## src/hdl/b64dec_pkg.sv

```systemverilog
// b64dec_pkg: payload types, result codes and character map for the
// base64 stream decoder. No dependencies.
`timescale 1ns / 1ps
`default_nettype none

package b64dec_pkg;

  typedef struct packed {
    logic [7:0] char_code;
    logic       end_of_text;
  } b64dec_in_t;

  typedef struct packed {
    logic       item_kind;
    logic [7:0] data_byte;
    logic [1:0] status_code;
    logic       run_last;
  } b64dec_out_t;

  localparam logic KIND_DATA   = 1'b0;
  localparam logic KIND_STATUS = 1'b1;

  localparam logic [1:0] ST_OK      = 2'd0;
  localparam logic [1:0] ST_INVALID = 2'd1;
  localparam logic [1:0] ST_LENGTH  = 2'd2;

  localparam logic [7:0] CH_PAD   = 8'h3D;
  localparam logic [7:0] CH_PLUS  = 8'h2B;
  localparam logic [7:0] CH_SLASH = 8'h2F;

  typedef struct packed {
    logic       ok;
    logic [5:0] sextet;
  } b64dec_map_t;

  // Sextet for one character; ok is low for a character outside the alphabet.
  function automatic b64dec_map_t b64dec_map(input logic [7:0] c);
    b64dec_map_t m;
    logic [7:0]  v;
    m = '{ok: 1'b1, sextet: 6'd0};
    v = 8'd0;
    if (c >= 8'h41 && c <= 8'h5A) begin
      v = c - 8'h41;
    end else if (c >= 8'h61 && c <= 8'h7A) begin
      v = c - 8'h61 + 8'd26;
    end else if (c >= 8'h30 && c <= 8'h39) begin
      v = c - 8'h30 + 8'd52;
    end else if (c == CH_PLUS) begin
      v = 8'd62;
    end else if (c == CH_SLASH) begin
      v = 8'd63;
    end else if (c == CH_PAD) begin
      v = 8'd0;
    end else begin
      m.ok = 1'b0;
    end
    m.sextet = v[5:0];
    return m;
  endfunction

endpackage

`default_nettype wire

```

## src/hdl/base64_stream_decoder.sv

```systemverilog
// base64_stream_decoder: streaming base64 text decoder, top level.
// Depends on b64dec_pkg.
//
// Usage:
//   in_*  : one text character per transfer; end_of_text marks the last one.
//   out_* : decoded bytes (item_kind 0), then one status item (item_kind 1)
//           after the end character. run_last flags the last result that a
//           character causes. Status 0 ok, 1 invalid character, 2 length not
//           a multiple of four. Drop the text's bytes when the status is not 0.
//   After an invalid character no further bytes come out of that text.
// Timing:
//   A character is registered on transfer and decoded into the result
//   buffer once that is free. Characters that cause no result go at 1 per
//   cycle while the buffer is free; one that causes N results holds it until
//   all are taken, one result per cycle on the output port while out_ready
//   is high; that port sets the rate (3 bytes per group).
//   The input register takes a new character while a result waits.
// Reset: rst_n (synchronous) clears the group state and empties both stages.
// Stall: out_ready low holds the current result; once the input register
//   is also full, in_ready drops.
`timescale 1ns / 1ps
`default_nettype none

module base64_stream_decoder
  import b64dec_pkg::*;
(
  input  wire logic        clk,
  input  wire logic        rst_n,
  input  wire logic        in_valid,
  output logic             in_ready,
  input  wire b64dec_in_t  in_data,
  output logic             out_valid,
  input  wire logic        out_ready,
  output b64dec_out_t      out_data
);

  // input register
  logic        itm_vld_r;
  b64dec_in_t  itm_r;

  // group state
  logic [17:0] acc_r, acc_nxt;
  logic [1:0]  pos_r, pos_nxt;
  logic        pad3_r, pad3_nxt;
  logic        sticky_r, sticky_nxt;

  // result buffer
  logic        bst_vld_r;
  logic [23:0] bst_word_r, bst_word_nxt;
  logic [1:0]  bst_nb_r, bst_nb_nxt;
  logic        bst_end_r, bst_end_nxt;
  logic [1:0]  bst_st_r, bst_st_nxt;
  logic [1:0]  bst_idx_r;

  b64dec_map_t map;
  logic        is_pad;
  logic        cur_data;
  logic        cur_last;
  logic        pop;
  logic        bst_free;
  logic        proc;
  logic        has_res;

  assign map    = b64dec_map(itm_r.char_code);
  assign is_pad = (itm_r.char_code == CH_PAD);

  assign cur_data = (bst_idx_r < bst_nb_r);
  assign cur_last = cur_data ? (!bst_end_r && bst_idx_r == bst_nb_r - 2'd1) : 1'b1;
  assign pop      = out_valid && out_ready;
  assign bst_free = !bst_vld_r || (pop && cur_last);
  assign proc     = itm_vld_r && bst_free;
  assign in_ready = !itm_vld_r || proc;

  always_comb begin
    sticky_nxt   = sticky_r | ~map.ok;
    bst_word_nxt = {acc_r, map.ok ? map.sextet : 6'd0};
    bst_end_nxt  = itm_r.end_of_text;
    bst_nb_nxt   = 2'd0;
    acc_nxt      = acc_r;
    pos_nxt      = pos_r;
    pad3_nxt     = pad3_r;
    if (pos_r == 2'd3) begin
      if (!sticky_nxt) begin
        if (!itm_r.end_of_text) begin
          bst_nb_nxt = 2'd3;
        end else if (pad3_r) begin
          bst_nb_nxt = 2'd1;
        end else if (is_pad) begin
          bst_nb_nxt = 2'd2;
        end else begin
          bst_nb_nxt = 2'd3;
        end
      end
      acc_nxt  = 18'd0;
      pos_nxt  = 2'd0;
      pad3_nxt = 1'b0;
    end else begin
      if (pos_r == 2'd2 && is_pad) begin
        pad3_nxt = 1'b1;
      end
      acc_nxt = bst_word_nxt[17:0];
      pos_nxt = pos_r + 2'd1;
    end
    if (sticky_nxt) begin
      bst_st_nxt = ST_INVALID;
    end else if (pos_r != 2'd3) begin
      bst_st_nxt = ST_LENGTH;
    end else begin
      bst_st_nxt = ST_OK;
    end
    has_res = (bst_nb_nxt != 2'd0) || itm_r.end_of_text;
    if (itm_r.end_of_text) begin
      acc_nxt    = 18'd0;
      pos_nxt    = 2'd0;
      pad3_nxt   = 1'b0;
      sticky_nxt = 1'b0;
    end
  end

  always_ff @(posedge clk) begin
    if (!rst_n) begin
      itm_vld_r <= 1'b0;
      acc_r     <= 18'd0;
      pos_r     <= 2'd0;
      pad3_r    <= 1'b0;
      sticky_r  <= 1'b0;
      bst_vld_r <= 1'b0;
      bst_idx_r <= 2'd0;
    end else begin
      if (in_ready) begin
        itm_vld_r <= in_valid;
      end
      if (proc) begin
        acc_r     <= acc_nxt;
        pos_r     <= pos_nxt;
        pad3_r    <= pad3_nxt;
        sticky_r  <= sticky_nxt;
        bst_vld_r <= has_res;
        bst_idx_r <= 2'd0;
      end else if (pop) begin
        if (cur_last) begin
          bst_vld_r <= 1'b0;
        end
        bst_idx_r <= bst_idx_r + 2'd1;
      end
    end
  end

  always_ff @(posedge clk) begin
    if (in_ready && in_valid) begin
      itm_r <= in_data;
    end
    if (proc) begin
      bst_word_r <= bst_word_nxt;
      bst_nb_r   <= bst_nb_nxt;
      bst_end_r  <= bst_end_nxt;
      bst_st_r   <= bst_st_nxt;
    end
  end

  always_comb begin
    out_valid = bst_vld_r;
    if (cur_data) begin
      out_data.item_kind   = KIND_DATA;
      out_data.data_byte   = bst_word_r[23 - 8 * bst_idx_r -: 8];
      out_data.status_code = ST_OK;
    end else begin
      out_data.item_kind   = KIND_STATUS;
      out_data.data_byte   = 8'd0;
      out_data.status_code = bst_st_r;
    end
    out_data.run_last = cur_last;
  end

  // status item always closes the results of its character
  a_status_last : assert property (@(posedge clk) disable iff (!rst_n)
    out_valid && out_data.item_kind == KIND_STATUS |-> out_data.run_last)
    else $error("status item without run_last");

  // a held character stays held until the result buffer frees
  a_item_hold : assert property (@(posedge clk) disable iff (!rst_n)
    itm_vld_r && !proc |=> itm_vld_r && $stable(itm_r))
    else $error("held character lost");

  // a stalled result does not change
  a_out_hold : assert property (@(posedge clk) disable iff (!rst_n)
    out_valid && !out_ready |=> out_valid && $stable(out_data))
    else $error("stalled result changed");

  // at most three data bytes per character
  a_idx_range : assert property (@(posedge clk) disable iff (!rst_n)
    out_valid && out_data.item_kind == KIND_DATA |-> bst_idx_r != 2'd3)
    else $error("data index out of range");

endmodule

`default_nettype wire

```

## config.mk

```make
export PLATFORM = sky130hd
export DESIGN_NAME = base64_stream_decoder
export DESIGN_NICKNAME = d
export VERILOG_FILES = /design/src/hdl/b64dec_pkg.sv /design/src/hdl/base64_stream_decoder.sv
export SDC_FILE = /design/constraint.sdc
export NUM_CORES = 1
export LEC_CHECK = 0
export ABC_AREA = 0
export CAP_MARGIN = 0
export CORE_MARGIN = 2
export CORE_UTILIZATION = 63
export DETAILED_ROUTE_END_ITERATION = 10
export DONT_BUFFER_PORTS = 1
export GPL_ROUTABILITY_DRIVEN = 1
export PLACE_DENSITY = 0.75
export SLEW_MARGIN = 20
export SYNTH_ARGS = -nofsm -noshare
export SYNTH_HDL_FRONTEND = slang
export SYNTH_SLANG_ARGS = --single-unit
```

## constraint.sdc

```tcl
create_clock -name clk -period 3.2 [get_ports clk]
set_input_delay 0.16 -clock clk [delete_from_list [all_inputs] [get_ports clk]]
set_output_delay 0.16 -clock clk [all_outputs]
set_load 0.05 [all_outputs]
```

==> Word-level counts from Yosys, hierarchy flattened <==
Cells that the tools add are included.
{ "word_totals": {"regBits": 64, "word_cells": 93} }
{ "classes": {"n_eq_ne": 7, "order_cmp": 7, "bitwise_logic": 3, "muxes": 31, "n_reduce_logical": 22, "shifts": 1, "add_sub_neg": 9} }
{ "ops": {"columns": ["op", "n"], "rows": [
  ["18-bit two-way mux", 2],
  ["6-bit two-way mux", 6],
  ["31-bit by 33-bit variable part select with 8-bit output", 1],
  ["8-bit by 6-bit equality test with 1-bit output, second input constant", 3],
  ["8-bit by 7-bit greater-or-equal comparator with 1-bit output, second input constant", 2],
  ["8-bit by 7-bit less-or-equal comparator with 1-bit output, second input constant", 2],
  ["1-bit two-way mux", 15],
  ["2-bit two-way mux", 7],
  ["6-bit subtractor, second input constant", 2],
  ["11-bit two-way mux", 1],
  ["1-bit logical AND", 9],
  ["8-bit by 6-bit greater-or-equal comparator with 1-bit output, second input constant", 1],
  ["8-bit by 6-bit less-or-equal comparator with 1-bit output, second input constant", 1],
  ["6-bit by 5-bit adder with 6-bit output, second input constant", 1],
  ["6-bit adder, second input constant", 1],
  ["2-bit nonzero test", 3],
  ["5-bit by 5-bit subtractor with 6-bit output, first input constant", 1],
  ["6-bit by 1-bit subtractor with 6-bit output, second input constant", 1],
  ["2-bit by 1-bit adder with 2-bit output, second input constant", 2],
  ["2-bit equality test, second input constant", 2],
  ["2-bit AND reduction", 2],
  ["1-bit logical NOT", 3],
  ["1-bit logical OR", 3],
  ["3-bit nonzero test", 1],
  ["other kinds (7)", 8]
]} }

==> Depth between registers and ports, before layout <==
Gate-level depths: netlist of the first run.
{ "depth": {"word_depth": 14, "ltp_mapped": 11} }

==> Least setup slack after synthesis of the first run <==
No wires, ideal clock.
{ "synth_path": {"path_kind": "register to register", "startpoint": "reg bst_idx_r[0]", "endpoint": "reg bst_end_r, enable pin", "path_stages_with_launch": 10, "path_buffers": 3, "path_slack_ns": 0.859, "setup_ns": 0.343, "period_less_slack_ns": 2.341, "arrival_ns": 1.998, "path_cell_list": "dfxtp_1 -> clkbuf_1 -> inv_1 -> ha_1 -> nor2_1 -> nand3_1 -> a31o_1 -> buf_6 -> inv_2 -> buf_4"} }
{ "synth_via": {"elab_chain_cells": 6, "word_cells_on_any_way": 7, "classes_between": "1 x order compare; 1 x eq/ne; 1 x mux; 4 x reduce/logical"} }
{ "synth_rtl": {"columns": ["element", "line", "text"], "rows": [
  ["start: declaration", "base64_stream_decoder.sv:53", "logic [1:0] bst_idx_r;"],
  ["start signal: assignment", "base64_stream_decoder.sv:144", "bst_idx_r <= bst_idx_r + 2'd1;"],
  ["2-bit equality test", "base64_stream_decoder.sv:68", "assign cur_last = cur_data ? (!bst_end_r && bst_idx_r == bst_nb_r - 2'd1) : 1'b1;"],
  ["1-bit logical AND", "base64_stream_decoder.sv:68", null],
  ["1-bit two-way mux *", "base64_stream_decoder.sv:68", null],
  ["1-bit logical AND *", "base64_stream_decoder.sv:70", "assign bst_free = !bst_vld_r || (pop && cur_last);"],
  ["1-bit logical OR *", "base64_stream_decoder.sv:70", null],
  ["1-bit logical AND *", "base64_stream_decoder.sv:71", "assign proc = itm_vld_r && bst_free;"],
  ["net proc", "base64_stream_decoder.sv:61", "logic proc;"],
  ["end signal: assignment", "base64_stream_decoder.sv:156", "bst_end_r <= bst_end_nxt;"],
  ["end: declaration", "base64_stream_decoder.sv:51", "logic bst_end_r, bst_end_nxt;"]
]} }
The timed path passes the listed nets; every way through them passes the cells marked *.
A chain may end at the register's enable or synchronous reset.

==> results.tsv, run 1 <==
stage	metric	value	unit
run_status	status	finished clean	
sta	Hold Slack	0.00759	ns
routing	1st-pass router iterations	6	
routing	WL final	6440	um
clock_tree	TritonCTS Buffers	9	
synth	Post-Syn Area	3120	sq um
power	Leak	1.36	nW
clock_tree	CTS tree	done	
power	clock power share	0.365	
synth	Synth Area in Compound Gates	0.158	
global_routing	vias in the first global route	2122	
critical_path	CP Data Arrival Time	2.47	ns
cells_and_area	share of post-route cells with drive strength above 1	0.141	
floorplanning	initial core utilization	0.656	
routing	Wirelength per Cell	16.6	um
power	pwr dens	496	nW/um^2
synth	number of synthesized flops with an enable pin	38	
cells_and_area	commonest non-fill, non-tap cell in the layout	edfxtp_1	
routing	vias post-DR	2267	
floorplanning	Core ar.	4750	sq um
global_routing	initial antenna violation count	0	
synth	Post-Synth XOR/XNOR Area	0.0132	
power	maximum vdd drop	0.000422	V
critical_path	Worst setup SP type	flip-flop	
placed_design	placer congestion estimate	0.918	
synth	Seq cells post-synth	64	
sta	Max Clock Skew	0.00845	ns
job	max-cap violations	0	
hold_path	HP Class	input port to flip-flop	
synth	Post-synth top flop	edfxtp_1	
sta	slew margin rel.	0.555	
placed_design	IO buf count	0	
floorplanning	number of top-level pins	27	
power	Sw Share	0.251	
global_routing	M1 GR Usage	0.332	
critical_path	Crit path top cell by count	nor2_1	
global_routing	GR Util met3	0.0610	
critical_path	Buf+Inv Stages, Crit Path	1	
cells_and_area	ant diodes	0	
cells_and_area	Fill cells	352	
synth	Mapped Cells	291	
cells_and_area	most frequent cells in the layout	38 x edfxtp_1, 27 x nand2_1, 26 x nor2_1, 26 x dfxtp_1, 23 x a21oi_1	
clock_tree	H-tree Lvls	3	
critical_path	cell family with most CP delay	simple AND/OR/NAND/NOR gates	
sta	Peak Freq	380	MHz
synth	simple-gate share of the synthesized area	0.162	
placed_design	Area after DPL	3240	sq um
power	combinational power share	0.108	
synth	synth warn	0	
sta	Final Cycle Share	0.823	
floorplanning	die area	5530	sq um
synth	syn_area_per_cell	10.7	sq um
synth	FFs w/ async S/R, synth	0	
sta	Final Hold Fails	0	
critical_path	CP max stage cell	dfxtp_1	
global_routing	Tot GR Track Use	0.256	
power	P_int	1.31	mW
clock_tree	Clock Latency Late Sink	0.33	ns
critical_path	kind of critical path	flip-flop to output port	
sta	post-layout min period	2.63	ns
synth	syn_nets	318	
sta	Tightest Pin Transition	0.661	ns
power	Flop pwr share	0.527	
synth	Synth area leaders	edfxtp_1 37%, dfxtp_1 17%, ha_1 5.6%	
critical_path	CP Cell Sequence	ha_1 > nor2_1 > a22oi_1 > nor2_1 > buf_4	
placed_design	DP Wirelength	4170	um
clock_tree	setup bufs post-CTS	0	
routing	drc violations	0	
sta	unrepaired setup endpoints after global routing	false	
global_routing	pin count of the biggest net entering global routing	45	
critical_path	crit end category	output port	
global_routing	met2 Resource Use GR	0.411	
floorplanning	die width	74.4	um
critical_path	CP max stage delay	0.63	ns
cells_and_area	Layout area overhead	13.6	%
clock_tree	total clock sinks	64	
routing	Antenna Nets Post-Route	0	
clock_tree	clock slew at reported path FFs	0.07	ns
clock_tree	Clock Path Buffers	2	
power	NetSw	442	uW
cells_and_area	Post-Route Utilization	0.745	
global_routing	first-pass GRT wire length	10200	um
global_routing	GRT overflow	0	
synth	Synth cell types	60	
floorplanning	die height	74.4	um
floorplanning	Core Rows	25	
synth	Post-Synth Adder-Cell Area	0.0562	
synth	main combinational cell family by area after synthesis	simple AND/OR/NAND/NOR gates	
synth	mux cell area share after synthesis	0.0353	
synth	post-synthesis sequential area ratio	0.533	
clock_tree	clock root cell	clkbuf_8	
critical_path	CP required	3.04	ns
clock_tree	hold buffer count at cts	12	
cells_and_area	final instance area	3540	sq um
critical_path	worst-path fanout max	11	
synth	share of the synthesized area in the top cell type	0.366	
sta	final setup fails	0	
global_routing	busiest grt layer	met2	
critical_path	R2R setup slack	0.66	ns
sta	Pins Over Slew Limit	0	
cells_and_area	Net count, final	342	
routing	DRT iter0 DRCs	159	
clock_tree	CTS-repair resized insts	0	
synth	Synth area leader	edfxtp_1	
sta	Setup Total Neg Slack	0	ns
routing	Vias/cell	5.86	
[per-stage QoR]
step	total power, mW	cells	worst slack [ns]
after floorplan	1.08	291	0.859
after global routing	1.81	387	0.375
after detailed placement	1.12	359	0.713
after CTS	1.76	387	0.539
after global placement	1.11	359	0.807
final	1.76	387	0.565
[cell families after synthesis]
logic type / count (synthesis)
adders and majority gates: 14
xor gates and xnor gates: 3
buffers and inverters: 29
muxes: 10
and+or+nand+nor: 102
AOI/OAI and AO/OA: 69
DFF: 64
[cell type report]
class | instances | area [sq um] | share of cell area
Tap cell | 67 | 83.8 | 0.0237
Sequential cell | 64 | 1660 | 0.469
Inverter | 16 | 60.1 | 0.0170
Multi-Input combinational cell | 198 | 1330 | 0.374
Clock buffer | 13 | 170 | 0.0480
Clock inverter | 3 | 16.3 | 0.00459
Timing Repair Buffer | 26 | 225 | 0.0636
[state kept, by name, indices dropped and copies added, names as in the netlist]
name,count
itm_r,8
bst_word_r,24
pos_r,2
bst_end_nxt,1
bst_nb_r,2
pad3_r,1
itm_vld_r,1
bst_st_r,2
out_valid,1
sticky_r,1
bst_idx_r,2
bst_end_r,1
acc_r,18
[worst register-to-register path, cell delays in order, from the launching register on]
cell	delay [ns]
edfxtp_1	0.50
inv_1	0.16
ha_1	0.25
nor2b_1	0.15
o211ai_2	0.25
nand4_1	0.34
o211a_1	0.28
nor3_1	0.34
a32o_1	0.19
[worst paths after layout]
kind / start / endpoint / cells past startpoint
setup reg to reg: itm_r[2] / acc_r[3] / 8
setup / recovery: bst_idx_r[0] / out_data[4] / 5
hold / removal: rst_n / pad3_r / 2
hold reg to reg: acc_r[16] / bst_word_r[22] / 0
[cells in the mapped netlist, types with 2 or more instances]
cell type	count
mux2i_1	2
nand3_1	20
edfxtp_1	38
clkbuf_1	4
a22oi_1	10
a21oi_1	23
dfxtp_1	26
a32o_1	3
nand2_1	27
nor3_1	4
ha_1	14
nand3b_1	3
and3_1	4
o211ai_1	2
o21ai_0	5
a21boi_0	2
nor2b_1	4
xnor2_1	2
nor2_1	26
buf_2	4
mux2_2	8
inv_1	14
buf_4	3
a31oi_1	5
nand4_1	3
[power by group through the flow]
stage / logic (mW) / registers [mW] / clock network [mW]
floorplan: 0.142 / 0.933 / 0
global placement: 0.170 / 0.942 / 0
detailed placement: 0.173 / 0.943 / 0
CTS: 0.187 / 0.925 / 0.648
global route: 0.205 / 0.929 / 0.680
finish: 0.189 / 0.925 / 0.641
[metal layers]
metal	routed length, um	up-vias
met5	0	-
met2	3180	79
met3	340	7
li1	-	1114
met4	85	0
met1	2830	1067
No activity file was read; power rests on OpenSTA's default activity.
==> run 2, diff against run 1 <==
- clock period: 3.2 -> 2.7 ns (I/O delays scaled with it)
==> run 2 against run 1 <==
Routed wire length up 1.4%. Die area unchanged. Combinational power rose by 24%. Critical endpoint is now acc_r[2]. Largest cell class unchanged. Highest routed layer unchanged.
==> results.tsv, run 2 (synthesis results as in run 1) <==
stage	metric	value	unit	change
run_status	status	finished clean		unchanged
floorplanning	die height	74.4	um	unchanged
placed_design	# placed instances	364		was 359
placed_design	DP Wirelength	4380	um	was 4170 um
routing	WL final	6530	um	was 6440 um
global_routing	pin count of the biggest net entering global routing	23		was 45
cells_and_area	Finished Layout Cells	392		was 387
power	Leak	1.38	nW	was 1.36 nW
routing	WL met1	2840	um	was 2830 um
sta	Pins Over Slew Limit	0		unchanged
clock_tree	total clock sinks	64		unchanged
clock_tree	Clock Latency Late Sink	0.34	ns	was 0.33 ns
cells_and_area	share of post-route cells with drive strength above 1	0.154		was 0.141
critical_path	kind of critical path	flip-flop to flip-flop		was flip-flop to output port
routing	drc violations	0		unchanged
floorplanning	Core ar.	4750	sq um	unchanged
cells_and_area	most frequent cells in the layout	38 x edfxtp_1, 27 x nand2_1, 26 x nor2_1, 26 x dfxtp_1, 23 x a21oi_1		unchanged
hold_path	HP Class	input port to flip-flop		unchanged
power	Overall Power	2.09	mW	was 1.76 mW
clock_tree	TritonCTS Buffers	9		unchanged
cells_and_area	Largest Register	bst_word_r		unchanged
critical_path	CP max stage cell	edfxtp_1		was dfxtp_1
sta	post-layout min period	2.46	ns	
clock_tree	Clock Path Buffers	2		unchanged
cells_and_area	largest registers	bst_word_r (24), acc_r (18), itm_r (8)		unchanged
sta	Tightest Pin Transition	0.631	ns	was 0.661 ns
floorplanning	die width	74.4	um	unchanged
floorplanning	die area	5530	sq um	unchanged
global_routing	Tot GR Track Use	0.250		was 0.256
cells_and_area	ant diodes	0		unchanged
critical_path	CP max stage delay	0.53	ns	was 0.63 ns
routing	Vias/cell	5.83		was 5.86
critical_path	CP required	2.98	ns	was 3.04 ns
cells_and_area	Post-Route Utilization	0.753		was 0.745
clock_tree	H-tree Lvls	3		unchanged
floorplanning	initial core utilization	0.656		unchanged
global_routing	GRT overflow	0		unchanged
sta	final setup fails	0		unchanged
floorplanning	Core Rows	25		unchanged
cells_and_area	Storage cell area	1660	sq um	unchanged
routing	1st-pass router iterations	5		was 6
critical_path	worst-path fanout max	9		was 11
routing	met3 WL post-DR	274	um	was 340 um
critical_path	Worst setup SP type	flip-flop		unchanged
critical_path	crit end category	flip-flop		was output port
cells_and_area	max reg flops	24		unchanged
sta	Hold Slack	0.0315	ns	was 0.00759 ns
routing	DRT iter0 DRCs	106		was 159
global_routing	initial antenna violation count	0		unchanged
placed_design	placer congestion estimate	0.896		was 0.918
floorplanning	number of top-level pins	27		unchanged
job	max-cap violations	0		unchanged
clock_tree	clock slew at reported path FFs	0.06	ns	was 0.07 ns
cells_and_area	commonest non-fill, non-tap cell in the layout	edfxtp_1		unchanged
routing	Wirelength per Cell	16.7	um	was 16.6 um
routing	met2 WL	3320	um	was 3180 um
critical_path	R2R setup slack	0.24	ns	was 0.66 ns
power	maximum vdd drop	0.000366	V	was 0.000422 V
sta	Max Clock Skew	0.00910	ns	was 0.00845 ns
placed_design	IO buf count	0		unchanged
routing	Antenna Nets Post-Route	0		unchanged
cells_and_area	Fill cells	349		was 352
critical_path	CP Data Arrival Time	2.74	ns	was 2.47 ns
cells_and_area	Net count, final	347		was 342
global_routing	first-pass GRT wire length	10100	um	was 10200 um
routing	top sig layer	met4		unchanged
cells_and_area	Multi-input gate area	1330	sq um	unchanged
critical_path	CP Cell Sequence	inv_1 > ha_1 > and2b_1 > o21ai_0 > a21oi_1 > a31oi_1 > a211o_1 > a32o_1		was ha_1 > nor2_1 > a22oi_1 > nor2_1 > buf_4
global_routing	vias in the first global route	2130		was 2122
routing	vias post-DR	2287		was 2267
sta	unrepaired setup endpoints after global routing	false		unchanged
clock_tree	CTS tree	done		unchanged
sta	Final Cycle Share	0.911		
sta	Setup Total Neg Slack	0	ns	unchanged
sta	slew margin rel.	0.575		was 0.555
power	pwr dens	583	nW/um^2	was 496 nW/um^2
sta	Final Hold Fails	0		unchanged
clock_tree	clock root cell	clkbuf_8		unchanged
sta	Peak Freq	407	MHz	
cells_and_area	Layout area overhead	14.8	%	was 13.6%
[run 2: area by class of cell]
cell class,count,share of cell area
clock buffers,13,0.0475
clock inverters,3,0.00454
inverters,16,0.0168
multi-input cells,198,0.370
flip-flops and latches,64,0.464
well taps,67,0.0234
repair buffers,31,0.0734
[run 2: path summary, 6_finish.rpt]
kind | depth (start not counted) | startpoint | endpoint
worst max register to register | 8 | itm_r[3] | acc_r[2]
worst min-delay path | 3 | out_ready | bst_idx_r[1]
worst min register to register | 0 | acc_r[14] | bst_word_r[20]
worst max-delay path | 8 | itm_r[3] | acc_r[2]
[run 2: repair_timing]
| item | 4_1_cts | 5_1_grt |
|---|---|---|
| hold buffers | 12 | 0 |
| hold endpoints to repair | 18 | 0 |
| resized for setup | 0 | 0 |
| setup buffers | 0 | 0 |
[run 2: metal layers]
| metal | vias up | GRT usage |
|---|---|---|
| met5 | - | 0 |
| met4 | 0 | 0.0734 |
| met2 | 61 | 0.427 |
| met1 | 1081 | 0.313 |
| li1 | 1133 | - |
| met3 | 12 | 0.0678 |
[run 2: through the flow]
step	instance area [sq um]	worst slack [ns]
2_1_floorplan	3120	0.359
3_3_place_gp	3270	0.352
3_5_place_dp	3270	0.322
4_1_cts	3580	0.309
5_1_grt	3580	0.102
6_report	3580	0.241
[run 2: power breakdown]
part           total (mW)  internal (mW)  switching [mW]  leakage, nW
combinational       0.234         0.0839           0.151        0.710
sequential           1.09           1.07          0.0240        0.580
clock               0.760          0.410           0.350       0.0922
[run 2: critical path: cells and delay by family (launching register included)]
kind	cells	cell delay, ns
flip-flops	1	0.53
adder cells (fa/ha/maj)	1	0.30
AO/OA/AOI/OAI	5	1.23
AND/OR/NAND/NOR	1	0.20
buffers and inverters	1	0.14
